$ cat src/rtl/btg_pkg.sv
// ----------------------------------------------------------------------------
// btg_pkg
// Shared types and codes of the button tap gesture classifier.
// ----------------------------------------------------------------------------
package btg_pkg;

    localparam int TimeWidth = 32;
    localparam int LenWidth  = 16;
    localparam int CfgIndexWidth = 2;
    localparam int CfgDataWidth  = 16;
    localparam int InDataWidth   = 40;
    localparam int OutDataWidth  = 56;
    localparam int OutUserWidth  = 2;

    // Tap phase codes
    localparam logic [1:0] PHASE_IDLE   = 2'd0;
    localparam logic [1:0] PHASE_ONE    = 2'd1;
    localparam logic [1:0] PHASE_DOUBLE = 2'd2;
    localparam logic [1:0] PHASE_LONG   = 2'd3;

    // Tap kind codes
    localparam logic [1:0] KIND_NONE   = 2'd0;
    localparam logic [1:0] KIND_SINGLE = 2'd1;
    localparam logic [1:0] KIND_DOUBLE = 2'd2;
    localparam logic [1:0] KIND_LONG   = 2'd3;

    // Configuration register indexes
    localparam logic [CfgIndexWidth-1:0] REG_LONG_PRESS_MS     = 2'd0;
    localparam logic [CfgIndexWidth-1:0] REG_DOUBLE_TAP_GAP_MS = 2'd1;
    localparam logic [CfgIndexWidth-1:0] REG_ACTIVE_LOW        = 2'd2;

    localparam logic [LenWidth-1:0] LONG_PRESS_RESET = 16'd500;
    localparam logic [LenWidth-1:0] DOUBLE_GAP_RESET = 16'd150;

    typedef struct packed {
        logic [1:0]           phase;
        logic                 was_active;
        logic [TimeWidth-1:0] start_time;
        logic [TimeWidth-1:0] end_time;
        logic [LenWidth-1:0]  first_len;
        logic [LenWidth-1:0]  gap_len;
        logic [LenWidth-1:0]  second_len;
    } btg_state_t;

    typedef struct packed {
        logic [LenWidth-1:0] long_press_ms;
        logic [LenWidth-1:0] double_tap_gap_ms;
        logic                active_low;
    } btg_cfg_t;

endpackage

$ cat src/rtl/btg_classify.sv
// ----------------------------------------------------------------------------
// btg_classify
// Next-state and tap-kind logic for one poll of the button.
// ----------------------------------------------------------------------------
module btg_classify (
    input  btg_pkg::btg_cfg_t                 cfg,
    input  btg_pkg::btg_state_t               state,
    input  logic                              pin_level,
    input  logic [btg_pkg::TimeWidth-1:0]     now_ms,
    output btg_pkg::btg_state_t               state_next,
    output logic [1:0]                        tap_kind
);

    logic                          pressed;
    logic [btg_pkg::TimeWidth-1:0] held_time;
    logic [btg_pkg::TimeWidth-1:0] idle_time;
    logic [btg_pkg::TimeWidth-1:0] press_time;
    logic [btg_pkg::TimeWidth-1:0] release_time;
    logic                          long_hit;
    logic                          gap_hit;

    assign pressed      = cfg.active_low ? ~pin_level : pin_level;
    assign held_time    = now_ms - state.start_time;
    assign idle_time    = now_ms - state.end_time;
    assign press_time   = state.end_time - state.start_time;
    // length of the press that ends with this poll
    assign release_time = now_ms - state.start_time;
    assign long_hit = held_time >= {{(btg_pkg::TimeWidth-btg_pkg::LenWidth){1'b0}},
                                    cfg.long_press_ms};
    assign gap_hit  = idle_time >= {{(btg_pkg::TimeWidth-btg_pkg::LenWidth){1'b0}},
                                    cfg.double_tap_gap_ms};

    always_comb
    begin
        state_next = state;
        tap_kind   = btg_pkg::KIND_NONE;
        if (pressed && !state.was_active)
        begin
            if (state.phase == btg_pkg::PHASE_ONE)
            begin
                tap_kind              = btg_pkg::KIND_DOUBLE;
                state_next.phase      = btg_pkg::PHASE_DOUBLE;
                state_next.first_len  = press_time[btg_pkg::LenWidth-1:0];
                state_next.start_time = now_ms;
                state_next.gap_len    = idle_time[btg_pkg::LenWidth-1:0];
                state_next.was_active = 1'b1;
            end
            else if (state.phase == btg_pkg::PHASE_IDLE)
            begin
                state_next.phase      = btg_pkg::PHASE_ONE;
                state_next.start_time = now_ms;
                state_next.was_active = 1'b1;
            end
        end
        else if (pressed && state.was_active)
        begin
            if (state.phase == btg_pkg::PHASE_ONE && long_hit)
            begin
                tap_kind         = btg_pkg::KIND_LONG;
                state_next.phase = btg_pkg::PHASE_LONG;
            end
        end
        else if (!pressed && state.was_active)
        begin
            state_next.end_time   = now_ms;
            state_next.was_active = 1'b0;
            if (state.phase == btg_pkg::PHASE_DOUBLE)
            begin
                state_next.phase      = btg_pkg::PHASE_IDLE;
                state_next.second_len = release_time[btg_pkg::LenWidth-1:0];
            end
            else if (state.phase == btg_pkg::PHASE_LONG)
            begin
                state_next.phase      = btg_pkg::PHASE_IDLE;
                state_next.first_len  = release_time[btg_pkg::LenWidth-1:0];
                state_next.gap_len    = '0;
                state_next.second_len = '0;
            end
        end
        else
        begin
            if (state.phase == btg_pkg::PHASE_ONE && gap_hit)
            begin
                tap_kind              = btg_pkg::KIND_SINGLE;
                state_next.phase      = btg_pkg::PHASE_IDLE;
                state_next.first_len  = press_time[btg_pkg::LenWidth-1:0];
                state_next.gap_len    = '0;
                state_next.second_len = '0;
            end
        end
    end

endmodule

$ cat src/rtl/button_tap_gesture_classifier.sv
// ----------------------------------------------------------------------------
// button_tap_gesture_classifier
// Classifies button polls as single tap, double tap or long press.
// ----------------------------------------------------------------------------
// A poll accepted by the block sits in the input register. When the result
// register is free or being emptied, the tap state and the result register
// update together from it, and its result stands on the master side in the
// result register. A new poll is taken every cycle while the master side
// keeps up. The rate is set by the update of the tap state, whose next value
// depends on the previous poll. Every poll yields exactly one result.
// Configuration writes are meant for an idle block.
// long_press_ms and double_tap_gap_ms are compared with >= against wrapping
// 32-bit time differences.
module button_tap_gesture_classifier (
    input  logic                                 clk,
    input  logic                                 rst_n,
    // configuration write port
    input  logic                                 cfg_wr_en,
    input  logic [btg_pkg::CfgIndexWidth-1:0]    cfg_index,
    input  logic [btg_pkg::CfgDataWidth-1:0]     cfg_data,
    // poll input
    input  logic                                 s_tvalid,
    output logic                                 s_tready,
    // [0] pin_level, [32:1] now_ms, [39:33] zero
    input  logic [btg_pkg::InDataWidth-1:0]      s_tdata,
    // result output
    output logic                                 m_tvalid,
    input  logic                                 m_tready,
    // [0] data_ready, [16:1] first_press_ms, [32:17] tap_gap_ms,
    // [48:33] second_press_ms, [55:49] zero
    output logic [btg_pkg::OutDataWidth-1:0]     m_tdata,
    // [1:0] tap_kind
    output logic [btg_pkg::OutUserWidth-1:0]     m_tuser
);

    btg_pkg::btg_cfg_t             cfg_reg;
    btg_pkg::btg_state_t           state_reg;
    btg_pkg::btg_state_t           state_next;
    logic [1:0]                    kind_next;

    logic                          in_valid_reg;
    logic                          in_level_reg;
    logic [btg_pkg::TimeWidth-1:0] in_now_reg;

    logic                          out_valid_reg;
    logic [1:0]                    out_kind_reg;
    logic                          out_ready_flag_reg;
    logic [btg_pkg::LenWidth-1:0]  out_first_reg;
    logic [btg_pkg::LenWidth-1:0]  out_gap_reg;
    logic [btg_pkg::LenWidth-1:0]  out_second_reg;

    logic                          advance;

    // advance the poll when the result register is free or being emptied
    assign advance  = in_valid_reg && (!out_valid_reg || m_tready);
    assign s_tready = !in_valid_reg || advance;

    always_ff @(posedge clk or negedge rst_n)
    begin
        if (!rst_n)
        begin
            cfg_reg.long_press_ms     <= btg_pkg::LONG_PRESS_RESET;
            cfg_reg.double_tap_gap_ms <= btg_pkg::DOUBLE_GAP_RESET;
            cfg_reg.active_low        <= 1'b1;
        end
        else if (cfg_wr_en)
        begin
            unique case (cfg_index)
                btg_pkg::REG_LONG_PRESS_MS:     cfg_reg.long_press_ms     <= cfg_data;
                btg_pkg::REG_DOUBLE_TAP_GAP_MS: cfg_reg.double_tap_gap_ms <= cfg_data;
                btg_pkg::REG_ACTIVE_LOW:        cfg_reg.active_low        <= cfg_data[0];
                default: ;
            endcase
        end
    end

    always_ff @(posedge clk or negedge rst_n)
    begin
        if (!rst_n)
        begin
            in_valid_reg <= 1'b0;
        end
        else if (s_tready)
        begin
            in_valid_reg <= s_tvalid;
        end
    end

    always_ff @(posedge clk)
    begin
        if (s_tvalid && s_tready)
        begin
            in_level_reg <= s_tdata[0];
            in_now_reg   <= s_tdata[btg_pkg::TimeWidth:1];
        end
    end

    btg_classify u_classify (
        .cfg        (cfg_reg),
        .state      (state_reg),
        .pin_level  (in_level_reg),
        .now_ms     (in_now_reg),
        .state_next (state_next),
        .tap_kind   (kind_next)
    );

    always_ff @(posedge clk or negedge rst_n)
    begin
        if (!rst_n)
        begin
            state_reg <= '0;
        end
        else if (advance)
        begin
            state_reg <= state_next;
        end
    end

    always_ff @(posedge clk or negedge rst_n)
    begin
        if (!rst_n)
        begin
            out_valid_reg <= 1'b0;
        end
        else if (advance)
        begin
            out_valid_reg <= 1'b1;
        end
        else if (m_tready)
        begin
            out_valid_reg <= 1'b0;
        end
    end

    always_ff @(posedge clk)
    begin
        if (advance)
        begin
            out_kind_reg       <= kind_next;
            out_ready_flag_reg <= (state_next.phase == btg_pkg::PHASE_IDLE);
            out_first_reg      <= state_next.first_len;
            out_gap_reg        <= state_next.gap_len;
            out_second_reg     <= state_next.second_len;
        end
    end

    assign m_tvalid = out_valid_reg;
    assign m_tuser  = out_kind_reg;
    assign m_tdata  = {7'd0, out_second_reg, out_gap_reg, out_first_reg, out_ready_flag_reg};

    // A double tap leaves the state in the double phase
    assert property (@(posedge clk) disable iff (!rst_n)
        advance && kind_next == btg_pkg::KIND_DOUBLE |=> state_reg.phase == btg_pkg::PHASE_DOUBLE)
        else $error("double tap did not enter double phase");

    // A long press leaves the state in the long phase
    assert property (@(posedge clk) disable iff (!rst_n)
        advance && kind_next == btg_pkg::KIND_LONG |=> state_reg.phase == btg_pkg::PHASE_LONG)
        else $error("long press did not enter long phase");

    // The reported ready flag matches the phase left by the same poll
    assert property (@(posedge clk) disable iff (!rst_n)
        advance |=> out_ready_flag_reg == (state_reg.phase == btg_pkg::PHASE_IDLE))
        else $error("data ready flag out of step with tap phase");

    // Double and long phases only exist while the button is held
    assert property (@(posedge clk) disable iff (!rst_n)
        state_reg.phase == btg_pkg::PHASE_DOUBLE || state_reg.phase == btg_pkg::PHASE_LONG
        |-> state_reg.was_active)
        else $error("double or long phase with button released");

endmodule

$ cat config.mk
export PLATFORM = sky130hd
export DESIGN_NAME = button_tap_gesture_classifier
export DESIGN_NICKNAME = d
export VERILOG_FILES = /design/src/rtl/btg_pkg.sv /design/src/rtl/btg_classify.sv /design/src/rtl/button_tap_gesture_classifier.sv
export SDC_FILE = /design/constraint.sdc
export NUM_CORES = 1
export LEC_CHECK = 0
export CORE_ASPECT_RATIO = 0.5
export CORE_UTILIZATION = 40
export DETAILED_ROUTE_END_ITERATION = 10
export DONT_BUFFER_PORTS = 1
export PLACE_DENSITY = 0.61
export SLEW_MARGIN = 20
export SYNTH_ARGS = -nofsm -noshare
export SYNTH_HDL_FRONTEND = slang
export SYNTH_SLANG_ARGS = --single-unit
export TNS_END_PERCENT = 100
$ cat constraint.sdc
create_clock -name clk -period 5.25 [get_ports clk]
set_input_delay 0.7875 -clock clk [delete_from_list [all_inputs] [get_ports clk]]
set_output_delay 0.7875 -clock clk [all_outputs]
set_load 0.05 [all_outputs]
==> results of run 1 <==
[cells in the final DEF, fill, tap and decap left out, types with 6 or more instances in the layout]
cell       count
dfstp_2       11
o21a_1        19
ha_1         111
nand4_1       23
dfrtp_1      139
nor2b_1       12
o21bai_1       7
o21ai_1        8
or2_2          7
nand2_1      240
nand3_1       25
inv_2          6
xnor2_1       31
o2bb2ai_1     14
xor2_1        14
mux2_2        60
nand2b_1      15
o221ai_1       6
a21oi_2        9
buf_4        127
edfxtp_1      84
o211ai_1      17
and2_1         6
o31ai_1       11
nor3_1        15
a211oi_2       8
or3_1          8
clkbuf_16     24
o21ai_0      136
a31oi_1       15
a22oi_1       23
nor2_1       102
conb_1         7
inv_1        126
a22o_1        32
a211oi_1      14
a21oi_1      131
mux2i_1       17
o22ai_1       11
a21o_1        47
[path summary, 6_finish.rpt]
check / slack [ns] / startpoint / end / depth (start not counted)
worst max register to register: 0.14 / in_now_reg[0] / out_first_reg[9] / 25
max in group asynchronous: 4.42 / rst_n / state_reg[10] / 1
worst max-delay path: 0.14 / in_now_reg[0] / out_first_reg[9] / 25
worst min-delay path: 0.07 / rst_n / cfg_reg[21] / 0
min in group clk: 0.31 / s_tdata[2] / in_now_reg[1] / 0
worst min register to register: 0.48 / state_reg[108] / state_reg[108] / 2
[stage by stage]
step | hold slack, ns | std cells | utilization
final | 0.0671 | 2396 | 0.471
after global routing | 0.0500 | 2396 | 0.471
after CTS | 0.0543 | 2385 | 0.463
after detailed placement | 0.470 | 2338 | 0.440
after global placement | 0.463 | 2338 | 0.440
after floorplan | 0.450 | 1773 | -
[final cells by class]
cell class | instances | area (um^2)
Timing Repair Buffer | 135 | 1060
Fill cell | 3749 | 20700
Multi-Input combinational cell | 1318 | 9110
Sequential cell | 234 | 6290
Inverter | 133 | 499
Antenna cell | 2 | 5.00
Clock inverter | 17 | 174
Tap cell | 530 | 663
Clock buffer | 27 | 632
[critical path, cell delays in order (launching register included)]
cell and delay (ns):
edfxtp_1 0.38, inv_2 0.07, buf_4 0.12, ha_4 0.13, inv_1 0.05, fa_2 0.37, a211oi_2 0.22, buf_4 0.15
o211ai_1 0.19, a21oi_2 0.27, xor2_2 0.22, inv_1 0.10, ha_2 0.18, a21o_1 0.14, a21o_1 0.18, a211oi_2 0.25
o2111ai_4 0.17, nor4_1 0.24, and4_1 0.26, buf_6 0.14, buf_4 0.12, a31oi_4 0.18, buf_6 0.21, or2_4 0.27
o31ai_4 0.19, a21oi_2 0.05
[routing by layer]
metal  part of all wire  wire, um  up-vias  track usage
met5                  0         0        -            0
met4              0.020       938        0       0.0518
li1                   -         -     6547            -
met1               0.48     22900     6580        0.337
met3              0.075      3570       72       0.0511
met2               0.42     20200      435        0.348
[cells by family (layout without fill, tap and decap cells)]
logic type	after synthesis	after routing
buffers and inverters	221	312
AO/OA/AOI/OAI	567	567
XOR/XNOR	52	52
flip-flops	234	234
adder cells (fa/ha/maj)	120	120
other	1	9
AND/OR/NAND/NOR	494	494
multiplexers	78	78
[timing repair]
action                                 in CTS  in global routing
setup endpoints to repair                  29                 98
pin swaps                                   3                 32
hold buffers                                1                  0
setup buffers                               2                  8
gates resized for setup                     8                 58
endpoints found under the hold margin     139                  0
gates cloned                                0                  1
[power breakdown]
part / internal, mW / switching (mW)
logic: 3.60 / 5.08
registers: 2.66 / 0.953
clock network: 0.980 / 0.818
total: 7.24 / 6.85
==> out/metrics.cfg, run 1 <==
[floorplan]
row_count = 51
die-area_um2 = 40800
dieWidth_um = 285
initial_core_util = 0.408
io_pins = 123
die-height_um = 143
core-area_um2 = 39100

[final_layout]
drive_gt1_frac = 0.179
largest_reg_flops = 115
syn_to_final_growth_pct = 15.4
final_nets = 2029
fin_area_um2 = 18400

[place]
preCtsSetupSlack_ns = -0.608
numPortBuffers = 0
place_area_um2 = 17200
place_congestion = 0.925
dpl.hpwl_um = 35200

[critical_path]
start_kind = register
cp.required_ns = 5.57
endpoint_kind = register
worstPathArrival_ns = 5.43
path_class = reg2reg
worst-path-max-fanout = 5

[cts]
ctsRootBufferMaster = clkbuf_16
cts.clk_slew.worst_paths_ns = 0.07
htree_levels = 1
clkSinkCount = 234
tritoncts = built
clk_latency_ns = 0.58
cts_buffers = 24
cts.path.max_buffers = 3

[power]
power_mw = 14.1
p_leak_nw = 7.93
irDropWorstVdd_mv = 0.250
p_per_area_nw_per_um2 = 764

[yosys]
synth_top_family_by_area = compound AO/OA/AOI/OAI gates
yosysWarningCount = 0
yosysTopAreaCell = dfrtp_1
yosys-top-cells-area = dfrtp_1 22%, edfxtp_1 16%, ha_1 9.2%
synth.avg_cell_area_um2 = 9.04
synth_mux_area_frac = 0.0539
synth_common_cells = 240 x nand2_1, 140 x o21ai_0, 139 x dfrtp_1, 136 x a21oi_1, 131 x inv_1
synth_compound_area_frac = 0.233
ys_types = 86
yosysTopAreaCellShare = 0.218
synth_seq_cells = 234
netlist_instances = 1767
synthFlopType = dfrtp_1
synth_fa_ha_area_frac = 0.0954
synth_most_common_cell = nand2_1
syn-cell-area_um2 = 16000
synth_xor_area_frac = 0.0285
yosysSeqAreaShare = 0.394
ys_async_sr_fraction = 0.641
synth_edf_count = 84
yosys.area_share.simple = 0.140

[global_route]
grt_usage = 0.231
grt_pass1_wl_um = 73400
grt_pass1_vias = 12500
grt_overflow = 0
grt_max_degree = 140
antenna_found_initial = 2

[outcome]
status = finished, final reports clean

[sta]
setup_tns_ns = 0
skew_ns = 0.0289
max_slew_margin = 0.271
worst_pin_slew_ns = 1.09
worst_slack_ns = 0.138
timing_hold_violations_final = 0
slew_viol_final = 0
fmax_ghz = 0.196
min_period_ns = 5.11
grt_setup_unrepaired = true
setup_viol = 0
period_share = 0.974

[route]
dr.pass1.iters = 6
totalWireLength_um = 47600
drt-wirelength-per-cell_um = 19.9
antenna_left = 0
drt_iter0_drc = 1307
num_vias = 13600
drc = 0
viasPerCell = 5.69

[worst_hold_path]
holdCritPathClass = in2async

[flow_run]
drv_cap = 0

(Power assumes the default switching activity.)
==> run 2: changes to the inputs <==
--- a/config.mk
+++ b/config.mk
@@ -6,9 +6,11 @@
 export NUM_CORES = 1
 export LEC_CHECK = 0
+export CELL_PAD_IN_SITES_DETAIL_PLACEMENT = 1
+export CELL_PAD_IN_SITES_GLOBAL_PLACEMENT = 1
 export CORE_ASPECT_RATIO = 0.5
 export CORE_UTILIZATION = 40
 export DETAILED_ROUTE_END_ITERATION = 10
 export DONT_BUFFER_PORTS = 1
-export PLACE_DENSITY = 0.61
+export PLACE_DENSITY = 0.74
 export SLEW_MARGIN = 20
 export SYNTH_ARGS = -nofsm -noshare
==> constraint.sdc (replaced) <==
create_clock -name clk -period 5.25 [get_ports clk]
set_input_delay 0.525 -clock clk [delete_from_list [all_inputs] [get_ports clk]]
set_output_delay 0.525 -clock clk [all_outputs]
set_load 0.05 [all_outputs]
==> out/metrics.cfg, run 2 (same netlist as run 1, synthesis figures left out) <==
[outcome]
status = finished, final reports clean

[critical_path]
rr_worst_depth = 19
worstSetupPathDepth = 19
cp_num_buf_inv = 2
endpoint_kind = register
crit_slowest_cell = edfxtp_1
worstPathArrival_ns = 5.63
path_class = reg2reg
start_kind = register
critPathMaxStageDelay_ns = 0.49
path_cells = ha_1, nand2_1, o21ai_0, nand3_1, nand3_1, xor2_1, ha_1, a21o_1, a21o_1, a211oi_2, o2111ai_2, nor4_2, and4_4, buf_4, a31oi_4, buf_6, mux2_4, o21ai_4, mux2_2
worst-path-max-fanout = 7
cp_top_family = compound AO/OA/AOI/OAI gates
cp.required_ns = 5.76

[cts]
clkSinkCount = 234
ctsRootBufferMaster = clkbuf_16
clk_latency_ns = 0.57
cts.clk_slew.worst_paths_ns = 0.07
cts_buffers = 25
cts.path.max_buffers = 3
tritoncts = built
htree_levels = 1

[route]
drt-wirelength-per-cell_um = 22.0
dr.pass1.iters = 5
drc = 0
num_vias = 13700
drt_iter0_drc = 1057
antenna_left = 0
viasPerCell = 5.86
totalWireLength_um = 51800

[final_layout]
utilization = 0.459
final_common_cell = nand2_1
layout_common_cells = 240 x nand2_1, 139 x dfrtp_1, 136 x o21ai_0
largest_reg_flops = 115
syn_to_final_growth_pct = 12.4
fillCellCount = 4504
drive_gt1_frac = 0.146
stdcell_count = 2348
multi_input_area_um2 = 8990
fin_area_um2 = 18000
final_nets = 1981
ff_latch_area_um2 = 6290

[global_route]
grt_pass1_vias = 13800
grt_pass1_wl_um = 80000
grt_max_degree = 151
antenna_found_initial = 2
grt_overflow = 0
grt_usage = 0.252

[worst_hold_path]
holdCritPathClass = in2reg
hold_depth = 0

[sta]
min_period_ns = 5.12
period_share = 0.975
setup_viol = 0
fmax_ghz = 0.195
whs_ns = 0.0494
worst_pin_slew_ns = 1.10
timing_hold_violations_final = 0
slew_viol_final = 0
skew_ns = 0.0182
max_slew_margin = 0.263

[power]
p_leak_nw = 7.68
p_per_area_nw_per_um2 = 785
irDropWorstVdd_mv = 0.316

[place]
place_congestion = 0.906
numPortBuffers = 0
place_area_um2 = 16900
dpl.hpwl_um = 38300
dpl.cell_count = 2296

[floorplan]
dieWidth_um = 285
die-height_um = 143
core-area_um2 = 39100
initial_core_util = 0.408
die-area_um2 = 40800
io_pins = 123
row_count = 51

[flow_run]
drv_cap = 0

==> run 2: metal layers <==
metal  global-route usage  part of all wire  vias up
li1                     -                 -     6449
met1                0.346              0.47     6864
met2                0.400              0.44      361
met3               0.0608             0.070       72
met4               0.0628             0.022        2
met5                    0           0.00025        -
==> run 2: path summary, 6_finish.rpt <==
kind | start | to | slack [ns]
setup reg to reg | in_now_reg[10] | state_reg[36] | 0.13
setup / recovery | in_now_reg[10] | state_reg[36] | 0.13
hold / removal | s_tdata[3] | in_now_reg[2] | 0.05
hold reg to reg | state_reg[106] | state_reg[106] | 0.48
min in group asynchronous | rst_n | state_reg[65] | 0.56
max in group asynchronous | rst_n | cfg_reg[16] | 3.90
==> run 2: final cells by class <==
type | instances | area share
Antenna cell | 1 | 0.000139
Clock buffer | 32 | 0.0369
Clock inverter | 14 | 0.00948
Inverter | 133 | 0.0278
Multi-Input combinational cell | 1318 | 0.501
Sequential cell | 234 | 0.350
Tap cell | 530 | 0.0369
Timing Repair Buffer | 86 | 0.0376
==> run 2: what timing repair did <==
action / CTS / global route
endpoints found under the setup margin: 20 / 100
pin swaps: 6 / 20
resized for setup: 13 / 29
hold endpoints to repair: 150 / 0
hold buffers: 2 / 0
buffers inserted: 2 / 2
==> run 2: through the flow <==
step	power, mW	worst slack (ns)	TNS [ns]
after floorplan	8.98	0.455	0
after global placement	11.5	0.00479	0
after detailed placement	11.8	-0.183	-0.516
after CTS	13.8	0.00261	0
after global routing	15.0	-0.0938	-0.894
final	14.1	0.131	0
==> run 2: report_power, final <==
part | internal, mW | leakage (nW) | switching (mW)
sequential | 2.66 | 2.65 | 0.984
clock | 1.05 | 0.405 | 0.819
combinational | 3.35 | 4.62 | 5.23
==> run 3: changes to the inputs <==
==> constraint.sdc (replaced) <==
create_clock -name clk -period 5.25 [get_ports clk]
set_input_delay 0.2625 -clock clk [delete_from_list [all_inputs] [get_ports clk]]
set_output_delay 0.2625 -clock clk [all_outputs]
set_load 0.05 [all_outputs]
==> out/metrics.cfg, run 3 (same netlist as run 1, synthesis figures left out) <==
[flow_run]
drv_cap = 0

[global_route]
antenna_found_initial = 0
grt_pass1_vias = 14200
grt_pass1_wl_um = 82100
grt_usage = 0.259
grt_max_degree = 151
grt_overflow = 0

[cts]
cts.clk_slew.worst_paths_ns = 0.06
cts_buffers = 25
cts.path.max_buffers = 3
ctsRootBufferMaster = clkbuf_16
clk_latency_ns = 0.58
tritoncts = built
clkSinkCount = 234
htree_levels = 1

[place]
dpl.hpwl_um = 38500
dpl.cell_count = 2290
place_congestion = 0.930
numPortBuffers = 0

[floorplan]
dieWidth_um = 285
core-area_um2 = 39100
die-height_um = 143
die-area_um2 = 40800
io_pins = 123
row_count = 51
initial_core_util = 0.408

[power]
power_mw = 14.1
p_per_area_nw_per_um2 = 761
p_leak_nw = 7.93
irDropWorstVdd_mv = 0.262

[sta]
setup_viol = 0
period_share = 0.993
fmax_ghz = 0.192
skew_ns = 0.0246
max_slew_margin = 0.303
slew_viol_final = 0
min_period_ns = 5.21
timing_hold_violations_final = 0
grt_setup_unrepaired = true
worst_pin_slew_ns = 1.04

[route]
viasPerCell = 5.82
num_vias = 14000
totalWireLength_um = 53000
drc = 0
drt-wirelength-per-cell_um = 22.0
dr.pass1.iters = 6
drt_iter0_drc = 1073
antenna_left = 0

[final_layout]
stdcell_count = 2406
final_nets = 2039
largest_reg_flops = 115
syn_to_final_growth_pct = 16.3
final_common_cell = nand2_1
drive_gt1_frac = 0.150
layout_common_cells = 239 x nand2_1, 139 x dfrtp_1, 137 x o21ai_0

[critical_path]
rr_worst_depth = 21
start_kind = register
path_class = reg2reg
r2r_start = in_now_reg[1]
worst-path-max-fanout = 4
endpoint_kind = register
cp.required_ns = 5.55
worstPathArrival_ns = 5.52
rrSetupSlack_ns = 0.04
r2r_end = m_tuser[0]
startpoint = in_now_reg[1]

[worst_hold_path]
hold_depth = 4
hold_path_end = cfg_reg[25]
holdCritPathClass = in2reg
holdCritStartpoint = cfg_index[0]

[outcome]
status = finished, final reports clean

-- run 3: through the flow --
| stage | TNS, ns | hold slack, ns | util | cell area [um^2] | worst slack, ns |
|---|---|---|---|---|---|
| after floorplan | 0 | -0.0331 | - | 16000 | 0.455 |
| after global placement | 0 | -0.0187 | 0.431 | 16900 | 0.0509 |
| after detailed placement | -0.813 | -0.0190 | 0.431 | 16900 | -0.247 |
| after CTS | 0 | 0.0816 | 0.468 | 18300 | 0.0185 |
| after global routing | -0.394 | 0.148 | 0.475 | 18600 | -0.149 |
| final | 0 | 0.122 | 0.475 | 18600 | 0.0353 |
-- run 3: how the worst max path moves through the flow --
stage	to	slack, ns	depth (start not counted)
3_3_place_gp	m_tuser[0]	0.05	21
2_1_floorplan	m_tuser[0]	0.45	18
5_1_grt	m_tuser[1]	-0.15	21
3_5_place_dp	m_tuser[0]	-0.25	21
6_report	m_tuser[0]	0.04	21
4_1_cts	out_first_reg[15]	0.02	22
-- run 3: layout make-up --
class	instances	area, um^2
fill	4510	20500
multi-input combinational	1318	9050
sequential	234	6290
timing repair buffer	144	1250
tap	530	663
clock buffer	30	654
inverter	133	499
clock inverter	16	160
antenna	1	2.50
-- run 3: power by group --
| group | switching, mW | leakage (nW) | internal (mW) |
|---|---|---|---|
| Sequential | 0.990 | 2.65 | 2.66 |
| Combinational | 5.23 | 4.88 | 3.43 |
| Clock | 0.818 | 0.395 | 1.00 |
-- run 3: critical path, stage by stage (launching register included) --
cell,delay (ns)
edfxtp_1,0.43
ha_4,0.26
nor2b_4,0.12
o31a_1,0.31
o31a_1,0.34
o21ai_1,0.19
nand2b_1,0.10
a21o_1,0.17
a21oi_2,0.16
xnor2_2,0.19
ha_1,0.31
a21o_1,0.20
a211oi_2,0.22
a311oi_2,0.12
buf_4,0.19
or4_4,0.48
nor4_2,0.23
nand4_1,0.15
nor4_2,0.32
buf_4,0.22
nand2b_4,0.15
a211oi_2,0.08
-- run 3: routing by layer --
layer / global-route usage / vias up / wire length (um)
li1: - / 6525 / -
met1: 0.360 / 7051 / 24700
met2: 0.415 / 358 / 24100
met3: 0.0487 / 75 / 3030
met4: 0.0659 / 0 / 1170
met5: 0 / - / 0
-- run 3: repair_timing --
action | CTS | global route
buffers inserted | 5 | 10
hold buffers | 55 | 0
pin swaps | 9 | 32
resized for setup | 6 | 41
endpoints found under the hold margin | 218 | 0
endpoints found under the setup margin | 5 | 100
